### src/rtl/core/pua_pkg.sv
`default_nettype none
package pua_pkg;

  // Flag word layout.
  localparam int FlagW = 6;
  localparam logic [FlagW-1:0] FLAG_CACHES   = 6'h01;
  localparam logic [FlagW-1:0] FLAG_IRAM8K   = 6'h02;
  localparam logic [FlagW-1:0] FLAG_DRAM8K   = 6'h04;
  localparam logic [FlagW-1:0] FLAG_MINIBIOS = 6'h08;
  localparam logic [FlagW-1:0] FLAG_BIOS_OWN = 6'h10;
  localparam logic [FlagW-1:0] FLAG_USER_OWN = 6'h20;
  localparam logic [FlagW-1:0] OWN_ANY       = 6'h30;

  // Function codes.
  localparam logic [2:0] FN_RESET  = 3'd0;
  localparam logic [2:0] FN_ALLOC  = 3'd1;
  localparam logic [2:0] FN_SPEC   = 3'd2;
  localparam logic [2:0] FN_FREE   = 3'd3;
  localparam logic [2:0] FN_STATUS = 3'd4;
  localparam logic [2:0] FN_COUNT  = 3'd5;

  localparam logic [31:0] NO_UNIT     = 32'hFFFF_FFFF;
  localparam logic [31:0] TOTAL_UNITS = 32'd4;

  // Result of checking one unit against the current request.
  typedef struct packed {
    logic fit;    // unit may be handed out for the requested capabilities
    logic exact;  // unit's base capabilities match the request exactly
    logic idle;   // allocatable unit with no ownership bit
  } eval_t;

  // Capability flags that a unit has after reset.
  function automatic logic [FlagW-1:0] base_flags(input logic [1:0] idx);
    logic [FlagW-1:0] f;
    case (idx)
      2'd0: f = FLAG_CACHES | FLAG_IRAM8K | FLAG_DRAM8K;
      2'd3: f = FLAG_CACHES;
      default: f = '0;
    endcase
    return f;
  endfunction

endpackage
`default_nettype wire

### src/rtl/core/processor_unit_allocator.sv
// One request at a time: the shared compare unit visits units 0..3, one per cycle,
// a commit writes the flag update and the answer, and the input reopens in the cycle
// after the commit.
// The answer register frees the input side; a stalled answer holds off the next commit.
// Reset (rst, synchronous): flags return to 7, 0, 0, 1 with no ownership, mask to 0.
`default_nettype none
module processor_unit_allocator
  import pua_pkg::*;
(
  input  wire logic        clk,
  input  wire logic        rst,
  input  wire logic        cfg_wen,
  input  wire logic [2:0]  cfg_wdata,   // minibios_mask
  input  wire logic        s_tvalid,
  output logic             s_tready,
  input  wire logic [39:0] s_tdata,     // [2:0] func, [34:3] argument, [39:35] zero
  output logic             m_tvalid,
  input  wire logic        m_tready,
  output logic [31:0]      m_tdata      // [31:0] answer
);

  localparam logic [1:0] ST_IDLE = 2'd0;
  localparam logic [1:0] ST_SCAN = 2'd1;
  localparam logic [1:0] ST_FIN  = 2'd2;

  logic [1:0]       state;
  logic [1:0]       idx;
  logic [2:0]       minibios_mask;
  logic [FlagW-1:0] flags [4];
  logic [2:0]       func_q;
  logic [31:0]      arg_q;
  logic [1:0]       pick;
  logic             have_pick;
  logic             have_exact;
  logic [1:0]       nfree;
  logic [FlagW-1:0] sel_flags;

  eval_t            ev;
  logic             s_fire;
  logic             fin_fire;
  logic             arg_lt3;
  logic             arg_lt4;
  logic [31:0]      answer_next;
  logic [3:0]       mb4;

  assign s_tready = (state == ST_IDLE);
  assign s_fire   = s_tvalid && s_tready;
  assign fin_fire = (state == ST_FIN) && (!m_tvalid || m_tready);
  assign arg_lt4  = (arg_q[31:2] == 30'd0);
  assign arg_lt3  = arg_lt4 && (arg_q[1:0] != 2'd3);
  assign mb4      = {1'b0, minibios_mask};

  pua_eval u_eval (
    .flags (flags[idx]),
    .idx   (idx),
    .want  (arg_q[3:0]),
    .res   (ev)
  );

  // Configuration register.
  always_ff @(posedge clk) begin
    if (rst) begin
      minibios_mask <= '0;
    end else if (cfg_wen) begin
      minibios_mask <= cfg_wdata;
    end
  end

  // Sequencer: accept, scan four units, then commit.
  always_ff @(posedge clk) begin
    if (rst) begin
      state <= ST_IDLE;
      idx   <= '0;
    end else begin
      case (state)
        ST_IDLE: begin
          if (s_fire) begin
            state <= ST_SCAN;
            idx   <= '0;
          end
        end
        ST_SCAN: begin
          idx <= idx + 2'd1;
          if (idx == 2'd3) begin
            state <= ST_FIN;
          end
        end
        ST_FIN: begin
          if (fin_fire) begin
            state <= ST_IDLE;
          end
        end
        default: state <= ST_IDLE;
      endcase
    end
  end

  // Request capture and scan accumulators.
  always_ff @(posedge clk) begin
    if (s_fire) begin
      func_q     <= s_tdata[2:0];
      arg_q      <= s_tdata[34:3];
      have_pick  <= 1'b0;
      have_exact <= 1'b0;
      nfree      <= '0;
      pick       <= '0;
    end else if (state == ST_SCAN) begin
      if (ev.idle) begin
        nfree <= nfree + 2'd1;
      end
      // First exact match wins; otherwise the first unit that fits.
      if (ev.fit && !have_exact) begin
        if (ev.exact) begin
          pick       <= idx;
          have_pick  <= 1'b1;
          have_exact <= 1'b1;
        end else if (!have_pick) begin
          pick      <= idx;
          have_pick <= 1'b1;
        end
      end
      if (idx == arg_q[1:0]) begin
        sel_flags <= flags[idx];
      end
    end
  end

  // Answer for the request being committed.
  always_comb begin
    case (func_q)
      FN_RESET:  answer_next = '0;
      FN_ALLOC:  answer_next = have_pick ? {30'd0, pick} : NO_UNIT;
      FN_SPEC:   answer_next = (arg_lt3 && ((sel_flags & OWN_ANY) == '0)) ? arg_q : NO_UNIT;
      FN_FREE: begin
        if (!arg_lt3) begin
          answer_next = NO_UNIT;
        end else if (sel_flags[5]) begin
          answer_next = '0;
        end else begin
          answer_next = arg_q;
        end
      end
      FN_STATUS: answer_next = arg_lt4 ? {26'd0, sel_flags} : '0;
      FN_COUNT:  answer_next = (arg_q == 32'd1) ? TOTAL_UNITS : {30'd0, nfree};
      default:   answer_next = '0;
    endcase
  end

  // Flag store updates.
  always_ff @(posedge clk) begin
    if (rst) begin
      for (int i = 0; i < 4; i++) begin
        flags[i] <= base_flags(2'(i));
      end
    end else if (fin_fire) begin
      case (func_q)
        FN_RESET: begin
          for (int i = 0; i < 4; i++) begin
            flags[i] <= base_flags(2'(i))
                      | (mb4[i] ? FLAG_MINIBIOS : '0)
                      | ((arg_q == 32'(i)) ? OWN_ANY : '0);
          end
        end
        FN_ALLOC: begin
          if (have_pick) begin
            flags[pick] <= flags[pick] | FLAG_USER_OWN;
          end
        end
        FN_SPEC: begin
          if (arg_lt3 && ((sel_flags & OWN_ANY) == '0)) begin
            flags[arg_q[1:0]] <= sel_flags | FLAG_USER_OWN;
          end
        end
        FN_FREE: begin
          if (arg_lt3 && sel_flags[5]) begin
            flags[arg_q[1:0]] <= sel_flags & ~FLAG_USER_OWN;
          end
        end
        default: begin
        end
      endcase
    end
  end

  // Answer register.
  always_ff @(posedge clk) begin
    if (rst) begin
      m_tvalid <= 1'b0;
    end else if (fin_fire) begin
      m_tvalid <= 1'b1;
    end else if (m_tready) begin
      m_tvalid <= 1'b0;
    end
  end

  always_ff @(posedge clk) begin
    if (fin_fire) begin
      m_tdata <= answer_next;
    end
  end

endmodule
`default_nettype wire

### src/rtl/core/pua_eval.sv
`default_nettype none
module pua_eval
  import pua_pkg::*;
(
  input  wire logic [FlagW-1:0] flags,
  input  wire logic [1:0]       idx,
  input  wire logic [3:0]       want,
  output eval_t                 res
);

  logic             allocatable;
  logic [3:0]       caps;
  logic             mb_block;
  logic [FlagW-1:0] base_all;
  logic [3:0]       base_caps;

  // Shared compare unit, applied to one unit per scan step.
  always_comb begin
    allocatable = (idx != 2'd3);
    caps        = flags[3:0];
    base_all    = base_flags(idx);
    base_caps   = base_all[3:0];
    // A mini-BIOS unit serves only a pure mini-BIOS request.
    mb_block    = caps[3] && (!want[3] || (want[2:0] != 3'b000));
    res.fit     = allocatable && !flags[5] && ((caps & want) == want) && !mb_block;
    res.exact   = (base_caps == {1'b0, want[2:0]});
    res.idle    = allocatable && ((flags & OWN_ANY) == '0);
  end

endmodule
`default_nettype wire

### config.mk
export PLATFORM = sky130hd
export DESIGN_NAME = processor_unit_allocator
export DESIGN_NICKNAME = d
export VERILOG_FILES = /design/src/rtl/core/pua_pkg.sv /design/src/rtl/core/processor_unit_allocator.sv /design/src/rtl/core/pua_eval.sv
export SDC_FILE = /design/constraint.sdc
export NUM_CORES = 1
export LEC_CHECK = 0
export ABC_CLOCK_PERIOD_IN_PS = 5800
export BUFFER_PORTS_ARGS = -buffer_cell sky130_fd_sc_hd__clkbuf_2
export CAP_MARGIN = 20
export CORE_MARGIN = 1
export CORE_UTILIZATION = 53
export CTS_CLUSTER_DIAMETER = 120
export DETAILED_ROUTE_END_ITERATION = 7
export HOLD_SLACK_MARGIN = 0.05
export PLACE_DENSITY = 0.74
export SETUP_SLACK_MARGIN = 0.02
export SKIP_CTS_REPAIR_TIMING = 1
export SYNTH_ARGS = -nofsm -noshare
export SYNTH_HDL_FRONTEND = slang
export SYNTH_SLANG_ARGS = --single-unit
### constraint.sdc
create_clock -name clk -period 5.8 [get_ports clk]
set_clock_uncertainty 0.05 [all_clocks]
set_input_delay 0.58 -clock clk [delete_from_list [all_inputs] [get_ports clk]]
set_output_delay 0.58 -clock clk [all_outputs]
set_load 0.01 [all_outputs]
# ---- Word-level counts from Yosys, hierarchy flattened
# Memory sizes are Yosys's and may differ from the RTL's. A register that Yosys moved wholly into a read port is not among the register bits.
# Index checks and enable logic that the tools add are counted.
dict set report classes {
  add_sub_neg 2
  n_mux 71
  n_bitwise 14
  reduce_logical 38
  eq_ne 21
}
# operator count
set ops {}
lappend ops {{$pmux 32 s5} 1}
lappend ops {{$mux 6} 24}
lappend ops {{$mux 32} 4}
lappend ops {{$eq 32x2->1 const B} 2}
lappend ops {{$eq 32x1->1 const B} 1}
lappend ops {{$logic_not 32->1} 1}
lappend ops {{$logic_not 30->1} 1}
lappend ops {{$mux 2} 12}
lappend ops {{$or 6x6->6} 4}
lappend ops {{$mux 1} 23}
lappend ops {{$or 6x4->6} 3}
lappend ops {{$logic_not 6->1} 2}
lappend ops {{$mux 4} 3}
lappend ops {{$reduce_and 3->1} 4}
lappend ops {{$reduce_or 6->1} 2}
lappend ops {{$logic_and 1x1->1} 11}
lappend ops {{$ne 2x2->1 const B} 4}
lappend ops {{$reduce_and 2->1} 4}
lappend ops {{$eq 3x2->1 const B} 2}
lappend ops {{$eq 3x3->1 const B} 2}
lappend ops {{$pmux 2 s3} 1}
lappend ops {{$pmux 3 s2} 1}
lappend ops {{$logic_not 1->1} 5}
lappend ops {{$or 1x1->1} 5}
lappend ops {{18 further kinds} 24}
dict set report totals {
  word_cells 159
  in_bits 48
  ff_bits 87
  n_memories 1
  ram_bits 24
}
# memory words word_bits read_ports rd_clocked_by_memory_dff wr line_no
set memory_table {}
lappend memory_table {flags 4 6 1 1 4 processor_unit_allocator.sv:29} ;# logic [FlagW-1:0] flags [4];

# ---- Depth between registers and ports, before layout
dict set report depth {
  depth_word 11
  depth_mapped 7
  depth_no_buf 7
}

# ---- Modules after synthesis
# Synthesis repeated with hierarchy kept, for this count alone.
dict set report hier_totals {
  hier_cells 339
  hier_area_um2 4713.3
}
# mod seq_area_each_um2 n_inst area_per_inst_um2 cells_per_inst
set by_module_without_submodules {}
lappend by_module_without_submodules {processor_unit_allocator 3233.1 1 4603.2 322}
lappend by_module_without_submodules {pua_eval 0.0 1 110.1 17}

# ---- Least setup slack after synthesis
# OpenSTA, ideal clock, no wires.
dict set report synth_path {
  kind {in2reg}
  start {in m_tready}
  end {mem flags[2][5] (enable)}
  required_time_ns 5.459
  setup_time_ns 0.291
  cell_stages 5
  path_slack_ns 2.564
  arrival_time_ns 2.895
  path_cell_list {nor2b_1 nor2_1 a21oi_1 inv_1 a211o_1}
}
# item line_no
set synth_lines {}
lappend synth_lines {{start, declared} processor_unit_allocator.sv:18} ;# input wire logic m_tready,
lappend synth_lines {{end, declared} processor_unit_allocator.sv:29}

==> flow_summary.toml <==
[run_status]
outcome = "complete, no violations"

[sta]
period_minus_slack_ns = 2.88
setup_viol_count_final = 0
fin_crit_sh_pct = 49.6
tightest_slew_ns = 1.12
hold_viol = 0
rsz0062_at_grt = "false"
slew_viol_final = 0
setup_tns_ns = 0
setup_ws_ns = 2.92
slew_headroom_pct = 25.5
max_freq_mhz = 347

[logic_synthesis]
synth_edf_count = 97
avgSynthCellArea_um2 = 13.9
synthTopCellsByCount = "edfxtp_1 (97), a311oi_1 (26), nor2_1 (23)"
netlist.area_leader.share_pct = 60.7
synth_area_leader_cell = "edfxtp_1"
ys_ff_latch = 113
ys_warn_count = 0
syn_area_um2 = 4800
synth_async_sr_flop_share_pct = 0
ys_seq_area_share_pct = 67.4
ys_types = 59
yosys-top-cells-area = "edfxtp_1 (61%), dfxtp_1 (6.7%), a311oi_1 (4.7%)"
synthCells = 346
synthFlopType = "edfxtp_1"
synth_most_common_cell = "edfxtp_1"

[pwr]
p_total_mw = 2.17
powerDensity_nw_per_um2 = 367
peakVddDrop_v = 0.000318
p_leak_nw = 2.20

[cells_and_area]
area_delta_synth_final_pct = 23.2
final_util_pct = 67.4
diodes = 0
fin_area_um2 = 5910
multi_input_area_um2 = 1460
drive_above_1_share_pct = 27.5
fin_nets = 474
regArea_um2 = 3230
fillers = 634

[run]
drv_cap = 0

[floorplanning]
io_pins = 82
start_util_pct = 54.8
placementRows = 34
die_w_um = 97.2
die_area_um2 = 9440
coreArea_um2 = 8760
die_y_um = 97.2

[cts]
cts_max_path_buffers = 2
htreeDepth = 4
clk_latency_ns = 0.52
tritoncts = "built"
cts_made_buffers = 17
clkSlewWorstSetupHoldPaths_ns = 0.06
clockRootBuffer = "clkbuf_8"
cts.sinks = 113

[critical_path]
rr_worst_depth = 5
r2r-end = "flags[2][3]"
worstSetupStartpointType = "flip-flop"
required_ns = 5.94
rr_startpoint = "func_q[2]"
cp_max_fo = 33
path_class = "reg -> reg"
r2r_setup_slack_ns = 2.92
worstSetupEndpointType = "flip-flop"
cp.arrival_ns = 3.02

[routing]
viasPerCell = 5.93
drt_wl_total_mm = 9.40
drt_iter0_drc = 299
wire_per_inst_um = 17.2
ant_nets = 0
drc_errors = 0
first_pass_iters = 5
vias = 3233

[min_path]
holdCritPathClass = "in -> reg"
holdPathStages = 1
holdPathEnd = "arg_q[28]"
worstHoldStart = "s_tdata[31]"

[placed_design]
portBuffers = 76
dpl_cell_area_um2 = 5250
routabilityCongestion = 0.893
post-place-ws_ns = 2.58
post-dp-hpwl_mm = 6.02

[global_routing]
grt_overflow = 0
grt_pass1_wl_mm = 15.2
grt_pass1_vias = 3085
grt_max_degree = 43
antenna_found_initial = 0
grt_usage_pct = 21.2
-- where the power goes --
group | total, mW | switching (mW) | internal [mW] | leakage, nW
sequential | 0.947 | 0.0279 | 0.919 | 1.05
combinational | 0.104 | 0.0586 | 0.0453 | 0.832
clock | 1.12 | 0.349 | 0.771 | 0.313
-- routing by layer --
layer	part of all wire (%)	vias to the layer above	wire length [µm]	global-route usage [%]
li1	-	1523	-	-
met1	42	1517	3960	27.3
met2	47	170	4450	31.9
met3	8.1	23	761	7.19
met4	2.5	0	231	11.3
met5	0	-	0	0
-- per-stage QoR --
step	std cells	hold slack [ns]
after global routing	545	0.156
after CTS	544	0.169
after detailed placement	512	0.418
after global placement	512	0.401
final	545	0.178
after floorplan	348	0.384
-- state kept, by name, indices dropped and copies added (netlist names), named ones only --
signal         flops
flags             24
pick               2
idx                2
arg_q             32
m_tvalid           1
sel_flags          6
have_exact         1
minibios_mask      3
m_tdata           32
nfree              2
state              2
func_q             3
have_pick          1
-- area by class of cell --
type / count / share of cell area (%)
Sequential cell: 113 / 54.7
Clock buffer: 21 / 7.77
Tap cell: 108 / 2.29
Multi-Input combinational cell: 205 / 24.7
Clock inverter: 11 / 3.11
Timing Repair Buffer: 78 / 6.82
Inverter: 9 / 0.572
-- layout by cell type (no fill, tap or decap), types with 5 or more instances in the layout --
cell type | Yosys | routed
nand2_1 | 13 | 13
nor2b_1 | 9 | 9
clkbuf_2 | 0 | 76
nand3_1 | 7 | 7
dfxtp_1 | 16 | 16
a21oi_1 | 8 | 7
and3_1 | 6 | 6
a311oi_1 | 26 | 26
mux2i_1 | 14 | 14
bufinv_16 | 0 | 5
o21ai_0 | 6 | 6
edfxtp_1 | 97 | 97
nor2_1 | 23 | 21
and2_1 | 6 | 5
nor3_1 | 6 | 6
inv_1 | 9 | 9
clkbuf_16 | 0 | 16
nand2b_1 | 7 | 7
nor4_1 | 8 | 8
-- critical path, cell delays in order, from the launching register on --
cell and delay (ns):
edfxtp_1 0.77, nor3b_1 0.48, nand2b_1 0.15, a2111oi_2 0.48, and2_1 0.31, nand2b_1 0.31
-- logic make-up after synthesis --
family                   share of synthesized area (%)
AND/OR/NAND/NOR                                   11.7
multiplexers                                      4.48
adder cells (fa/ha/maj)                          0.521
other                                            0.157
flip-flops                                        67.4
AO/OA/AOI/OAI                                     12.2
buffers and inverters                             2.61
XOR/XNOR                                         0.913
-- how the worst max path moves through the flow --
stage | from | to | slack [ns]
after CTS | arg_q[2] | m_tdata[2] | 2.54
after floorplan | m_tready | flags[2][5] | 2.56
after global placement | arg_q[3] | m_tdata[2] | 2.69
after global routing | func_q[2] | flags[2][3] | 2.68
after detailed placement | arg_q[3] | m_tdata[2] | 2.58
final | func_q[2] | flags[2][3] | 2.92
Note: power is estimated with default switching activity, not from simulation.
